## config.mk

```make
export PLATFORM = sky130hd
export DESIGN_NAME = lzw_controller
export DESIGN_NICKNAME = d
export VERILOG_FILES = /design/src/hw/rtl/lzw_pkg.sv /design/src/hw/rtl/lzw_controller.sv
export SDC_FILE = /design/constraint.sdc
export NUM_CORES = 1
export LEC_CHECK = 0
export BUFFER_PORTS_ARGS = -buffer_cell sky130_fd_sc_hd__buf_2
export CAP_MARGIN = 40
export CORE_ASPECT_RATIO = 0.9
export CORE_MARGIN = 5
export CORE_UTILIZATION = 39
export CTS_CLUSTER_DIAMETER = 200
export DETAILED_ROUTE_END_ITERATION = 12
export GPL_TIMING_DRIVEN = 1
export PLACE_DENSITY = 0.76
export SLEW_MARGIN = 20
export SYNTH_ARGS = -nofsm -noshare
export SYNTH_HDL_FRONTEND = slang
export SYNTH_SLANG_ARGS = --single-unit
```

## constraint.sdc

```tcl
create_clock -name clock -period 1.6 [get_ports clock]
set_input_delay 0.24 -clock clock [delete_from_list [all_inputs] [get_ports clock]]
set_output_delay 0.24 -clock clock [all_outputs]
set_load 0.05 [all_outputs]
```

## src/hw/rtl/lzw_pkg.sv

```systemverilog
// Package for the LZW decoder: transaction payload types, operation and status codes.
// No dependencies.
`default_nettype none
package lzw_pkg;
   typedef struct packed {
      logic [1:0] operation;
      logic [7:0] data_byte;
   } req_type;

   typedef struct packed {
      logic [7:0] pixel_index;
      logic [2:0] status;
   } rsp_type;

   localparam logic [1:0] OP_START = 2'd0;
   localparam logic [1:0] OP_PUSH  = 2'd1;
   localparam logic [1:0] OP_PULL  = 2'd2;

   localparam logic [2:0] ST_PIXEL = 3'd0;
   localparam logic [2:0] ST_OK    = 3'd1;
   localparam logic [2:0] ST_FULL  = 3'd2;
   localparam logic [2:0] ST_NEED  = 3'd3;
   localparam logic [2:0] ST_END   = 3'd4;
   localparam logic [2:0] ST_ERROR = 3'd5;

   // controller -> datapath commands
   typedef enum logic [3:0] {
      CMD_NONE, CMD_START, CMD_PUSH, CMD_POP, CMD_READ, CMD_KWK,
      CMD_WALK, CMD_FINISH, CMD_DROP
   } cmd_type;

   typedef struct packed {
      cmd_type cmd;
      logic [7:0] data_byte;
   } ctl_type;

   // datapath -> controller status
   typedef struct packed {
      logic stack_empty;
      logic stack_full;
      logic buf_room;
      logic code_avail;
      logic is_clear;
      logic is_end;
      logic awaiting;
      logic first_bad;
      logic code_bad;
      logic is_kwk;
      logic walk_done;
      logic walk_err;
      logic [7:0] top_symbol;
      logic [7:0] code_low;
   } sts_type;
endpackage
`default_nettype wire

```

## src/hw/rtl/lzw_controller.sv

```systemverilog
// LZW controller: sequences each transaction as commands to the datapath.
// Depends on lzw_pkg.
`default_nettype none
module lzw_controller (
   input  wire logic clock,
   input  wire logic reset,
   input  wire logic req_valid,
   output logic req_ready,
   input  wire lzw_pkg::req_type req_data,
   output logic rsp_valid,
   input  wire logic rsp_ready,
   output lzw_pkg::rsp_type rsp_data,
   output lzw_pkg::ctl_type ctl,
   input  wire lzw_pkg::sts_type sts
);
   import lzw_pkg::*;

   typedef enum logic [2:0] {
      S_IDLE, S_POP, S_READ, S_FETCH, S_WALK, S_TOP
   } state_type;

   state_type state_ff;
   logic rsp_valid_ff;
   rsp_type rsp_ff;
   logic take;
   // set for the first fetch after a code is read: only then may KwKwK apply
   logic kwk_ff;

   assign req_ready = state_ff == S_IDLE && !rsp_valid_ff;
   assign take = req_valid && req_ready;
   assign rsp_valid = rsp_valid_ff;
   assign rsp_data = rsp_ff;

   always_comb begin
      ctl.data_byte = req_data.data_byte;
      ctl.cmd = CMD_NONE;
      case (state_ff)
         S_IDLE: if (take) begin
            if (req_data.operation == OP_START) ctl.cmd = CMD_START;
            else if (req_data.operation == OP_PUSH && sts.buf_room) ctl.cmd = CMD_PUSH;
         end
         S_POP: ctl.cmd = CMD_POP;
         S_READ: if (sts.code_avail) ctl.cmd = CMD_READ;
         S_FETCH: ctl.cmd = (kwk_ff && sts.is_kwk) ? CMD_KWK : CMD_NONE;
         S_WALK: begin
            if (sts.walk_done) ctl.cmd = sts.stack_full ? CMD_DROP : CMD_FINISH;
            else if (sts.walk_err) ctl.cmd = CMD_DROP;
            else ctl.cmd = CMD_WALK;
         end
         default: ;
      endcase
   end

   always_ff @(posedge clock) begin
      if (reset) begin
         state_ff <= S_IDLE; rsp_valid_ff <= 1'b0; rsp_ff <= '0; kwk_ff <= 1'b0;
      end else begin
         if (rsp_valid_ff && rsp_ready) rsp_valid_ff <= 1'b0;
         case (state_ff)
            S_IDLE: if (take) begin
               case (req_data.operation)
                  OP_START: begin rsp_ff <= '{8'd0, ST_OK}; rsp_valid_ff <= 1'b1; end
                  OP_PUSH: begin
                     rsp_ff <= '{8'd0, sts.buf_room ? ST_OK : ST_FULL};
                     rsp_valid_ff <= 1'b1;
                  end
                  OP_PULL: state_ff <= sts.stack_empty ? S_READ : S_POP;
                  default: begin rsp_ff <= '{8'd0, ST_ERROR}; rsp_valid_ff <= 1'b1; end
               endcase
            end
            S_POP: begin
               rsp_ff <= '{sts.top_symbol, ST_PIXEL}; rsp_valid_ff <= 1'b1;
               state_ff <= S_IDLE;
            end
            S_READ: begin
               if (!sts.code_avail) begin
                  rsp_ff <= '{8'd0, ST_NEED}; rsp_valid_ff <= 1'b1; state_ff <= S_IDLE;
               end else if (sts.is_clear) begin
                  state_ff <= S_READ;
               end else if (sts.is_end) begin
                  rsp_ff <= '{8'd0, ST_END}; rsp_valid_ff <= 1'b1; state_ff <= S_IDLE;
               end else if (sts.awaiting) begin
                  if (sts.first_bad) rsp_ff <= '{8'd0, ST_ERROR};
                  else rsp_ff <= '{sts.code_low, ST_PIXEL};
                  rsp_valid_ff <= 1'b1; state_ff <= S_IDLE;
               end else if (sts.code_bad) begin
                  rsp_ff <= '{8'd0, ST_ERROR}; rsp_valid_ff <= 1'b1; state_ff <= S_IDLE;
               end else begin
                  kwk_ff <= 1'b1;
                  state_ff <= S_FETCH;
               end
            end
            S_FETCH: begin
               kwk_ff <= 1'b0;
               state_ff <= S_WALK;  // dictionary read of chain head settles
            end
            S_WALK: begin
               if (sts.walk_done && !sts.stack_full) begin
                  state_ff <= S_TOP;
               end else if (sts.walk_done || sts.walk_err) begin
                  rsp_ff <= '{8'd0, ST_ERROR}; rsp_valid_ff <= 1'b1; state_ff <= S_IDLE;
               end else begin
                  state_ff <= S_FETCH;
               end
            end
            S_TOP: begin
               // root symbol is the pixel; its push and pop cancel on the stack
               rsp_ff <= '{sts.top_symbol, ST_PIXEL}; rsp_valid_ff <= 1'b1;
               state_ff <= S_IDLE;
            end
            default: state_ff <= S_IDLE;
         endcase
      end
   end
endmodule
`default_nettype wire

```

== After elaboration in Yosys (flattened, before gate mapping) ==
Index checks and enable logic that the tools add are counted.
W data, S select, Z words.
Word-level totals
  register bits after elaboration: 16
  latch bits: 0
  bits in writable memories: 0
  bits in read-only memories: 0
  output and inout bits: 25
  word-level logic and storage cells: 90
  memories: 0
Cells by class
  add/sub/neg operators: 0
  multiply operators: 0
  div/mod/pow operators: 0
  magnitude comparators: 0
  eq/ne operators: 19
  shift-type cells: 0
  muxes and demuxes: 49
  bitwise operators: 0
  reduce and logical (&&, ||, !) cells: 17
Operators with widths (count)
  $mux W11: 9
  $pmux W11 S4: 1
  $pmux W11 S3: 1
  $mux W2: 11
  $pmux W4 S5: 1
  $ne A2 B2 Y1 const B: 9
  $mux W1: 15
  $mux W3: 5
  $mux W4: 3
  $pmux W3 S4: 1
  $reduce_and A7 Y1: 1
  $eq A3 B2 Y1 const B: 2
  $eq A3 B3 Y1 const B: 2
  $logic_and A1 B1 Y1: 6
  $reduce_and A6 Y1: 1
  $ne A5 B5 Y1 const B: 1
  $pmux W1 S4: 1
  $reduce_bool A4 Y1: 1
  $eq A3 B1 Y1 const B: 1
  $logic_not A3 Y1: 1
  $ne A3 B3 Y1 const B: 1
  $eq A2 B1 Y1 const B: 1
  $eq A2 B2 Y1 const B: 1
  $logic_not A1 Y1: 2
  other kinds (7): 7

== Depth between registers and ports, before layout ==
  word-level depth: 8
  depth in mapped cells: 6

== Least setup slack after synthesis ==
No wires, ideal clock.
  kind: register -> output
  start: register state_ff[2]
  end: output port ctl[11] in the netlist's numbering
  arrival time: 2.021 ns
  required time: 1.360 ns
  setup slack: -0.661 ns
  stages on the path, launching flop included: 3
  buffers on the path: 0
  cell sequence: dfxtp_1 > inv_1 > nor4_1
RTL lines
  from (decl): line lzw_controller.sv:22  | state_type state_ff;
  from (signal assigned): line lzw_controller.sv:67  | OP_PULL: state_ff <= sts.stack_empty ? S_READ : S_POP;
  to (decl): line lzw_controller.sv:13  | output lzw_pkg::ctl_type ctl,

==> key figures <==
Yosys
  – Register area share after synthesis: 28.4%
  – Yosys warns: 0
  – Largest cells by area after synthesis: dfxtp_1 28%, a21oi_1 8.0%, a311oi_1 6.2%, a32oi_1 6.2%, buf_4 6.0%
  – Synth top area share: 28.4%
  – Syn nets: 174
  – Synth area leader: dfxtp_1
  – Post-synthesis cell count: 132
  – Average size of a mapped cell: 8.53 um^2
  – Seq cells post-synth: 16
  – Post-synth cell types: 43
  – Synthesized area: 0.00113 mm^2

Clock tree
  – Max Root-Sink Buffers: 2
  – CTS Sinks: 16
  – H-tree depth: 1
  – TritonCTS Buffers: 3
  – Worst skew pair latency: 0.29 ns
  – CTS tree: done
  – Root buffer cell: clkbuf_4
  – Clock transition at path regs: 0.09 ns

Global routing
  – GRT Total Usage: 18.7%
  – First-pass GRT wire length: 5.83 mm
  – Largest net degree at the start of global routing: 17
  – Number of global-route vias before repair: 1237
  – GRT Residual Overflow: 0
  – Initial antenna violation count: 0

Drt
  – Total Wirelength: 3.65 mm
  – Antenna-violating nets left: 0
  – First DRT Iteration DRCs: 101
  – # DRC: 0
  – Pre-Repair DR Iteration Count: 4
  – Vias per inst: 5.67
  – Via total after detailed routing: 1299
  – Wirelength per Cell: 15.9 um

Worst setup path
  – FF-to-FF setup slack: -0.10 ns
  – Critical Path End Type: output pin
  – CP max FO: 4
  – CP startpoint kind: flop
  – Worst path required time: 1.36 ns
  – WS Path Type: flop to output pin
  – R2R depth: 8
  – Critical path arrival: 1.57 ns

Finish
  – Area Overhead vs Synth: 49.8%
  – Most common cell after layout, fill and taps aside: buf_2
  – # diodes: 0
  – Most frequent cells in the layout: 45 x buf_2, 17 x buf_4, 15 x a21oi_1
  – Layout cells sized above 1: 56.1%
  – Fill cells: 233
  – Number of nets in the layout: 232
  – Final core utilization: 60.9%

Timing
  – Achievable frequency: 552 MHz
  – Hold Slack: 0.245 ns
  – Worst slew pin tran: 0.472 ns
  – Worst clock skew: 0.00535 ns
  – Smallest setup slack after layout: -0.213 ns
  – RSZ-0062 raised after global routing: true
  – Tmin final: 1.81 ns
  – Max-slew violation count: 0
  – Part of the cycle the worst path needs: 113%
  – Final setup viols: 13
  – Setup TNS: -1.03 ns
  – Hold Fails Final Rpt: 0
  – Max-slew headroom: 68.5%

Hold path
  – Hold WC Path Type: input pin to flop
  – Hold path depth: 3

Floorplanning
  – Std-Cell Rows: 18
  – Starting Density: 40.7%
  – Core Footprint: 0.00277 mm^2
  – I/O pins: 67
  – Die height: 61.0 um
  – Die Area: 0.00406 mm^2
  – Die Wd: 66.6 um

Place
  – PortBufs: 50
  – Setup WS pre-CTS: -0.0285 ns
  – Post-detail-place hpwl: 2.62 mm
  – Routability congestion estimate: 0.825

Power and ir drop
  – Total power: 0.00126 W
  – Pleak: 0.698 nW
  – Max VDD drop: 0.564 mV
  – PD cells: 749 mW/mm^2

Run status
  – Failing checks: setup timing
  – Status: finished with violations

Flow run
  – # Max-Cap Violations: 0
## worst max-delay path, cell delays in order (launching register included)
cell and delay (ns):
dfxtp_2 0.35, or3_4 0.39, nor3_4 0.16, nand2b_1 0.08, o211ai_1 0.08, buf_4 0.22
## per-layer routing
metal / global-route usage [%] / wire (um) / vias to the layer above
met3: 4.26 / 213 / 6
met1: 23.3 / 1590 / 631
li1: - / - / 626
met4: 6.96 / 42 / 0
met5: 0 / 0 / -
met2: 31.8 / 1800 / 36
## path summary, 6_finish.rpt
| path | startpoint | to |
|---|---|---|
| max | state_ff[2] | ctl[8] |
| min | sts[27] | state_ff[0] |
| max reg2reg | state_ff[1] | rsp_data[4] |
| min reg2reg | kwk_ff | kwk_ff |
## cells in the mapped netlist
library cell,instances
o21ai_2,1
o211ai_1,4
buf_8,1
a21boi_0,1
a32oi_1,8
nor3_1,3
o41ai_2,1
and4bb_2,1
o221a_2,1
o221ai_4,1
a211o_1,1
o32a_1,1
nor2_2,1
nor4_1,1
nor3b_1,1
nor2b_1,7
buf_1,2
buf_4,9
a21oi_2,1
clkbuf_1,1
nand2b_1,5
or2_2,1
o21ai_0,5
nand2_2,1
o21a_1,2
nand3_1,5
nand4_1,1
dfxtp_1,16
inv_1,3
a311oi_2,1
a21oi_1,18
buf_2,4
nand3b_1,1
a311oi_1,8
nor2_1,3
nand2_1,4
nand4b_1,1
nor4b_2,1
o31ai_1,1
or3b_4,1
or3_1,1
nor4b_1,1
mux2i_1,1
## metrics by stage
stage          area, um^2  cells
6_report             1690    229
5_1_grt              1690    229
2_1_floorplan        1180    132
3_3_place_gp         1460    218
3_5_place_dp         1460    218
4_1_cts              1630    228
## report_power, final
group | leakage, nW | internal (W) | switching, W
Clock | 0.0150 | 0.0000970 | 0.000128
Combinational | 0.550 | 0.000238 | 0.000338
Sequential | 0.133 | 0.000438 | 0.0000248
## layout make-up
type	instances	area (um^2)	share of cell area (%)
inverters	3	11.3	0.668
flip-flops and latches	16	328	19.4
repair buffers	70	484	28.7
well taps	40	50.0	2.97
clock buffers	4	26.3	1.56
multi-input cells	96	787	46.7
## registers in the layout (all words and copies together) (netlist names)
| signal | cells |
|---|---|
| rsp_data | 11 |
| state_ff | 3 |
| kwk_ff | 1 |
| rsp_valid | 1 |
## logic make-up (layout without fill, tap and decap cells)
| logic type | after synthesis | after routing | share of synthesized area, % |
|---|---|---|---|
| DFF | 16 | 16 | 28.4 |
| and+or+nand+nor | 40 | 40 | 22.2 |
| AOI/OAI and AO/OA | 55 | 55 | 37.3 |
| muxes | 1 | 1 | 0.889 |
| buffers and inverters | 20 | 77 | 11.1 |
## what timing repair did
item,4_1_cts,5_1_grt
gates resized for setup,19,10
endpoints found under the hold margin,0,0
endpoints found under the setup margin,7,16
hold buffers,0,0
pin swaps,9,3
cloned,1,0
setup buffers,5,1
No activity file was read; power rests on OpenSTA's default activity.
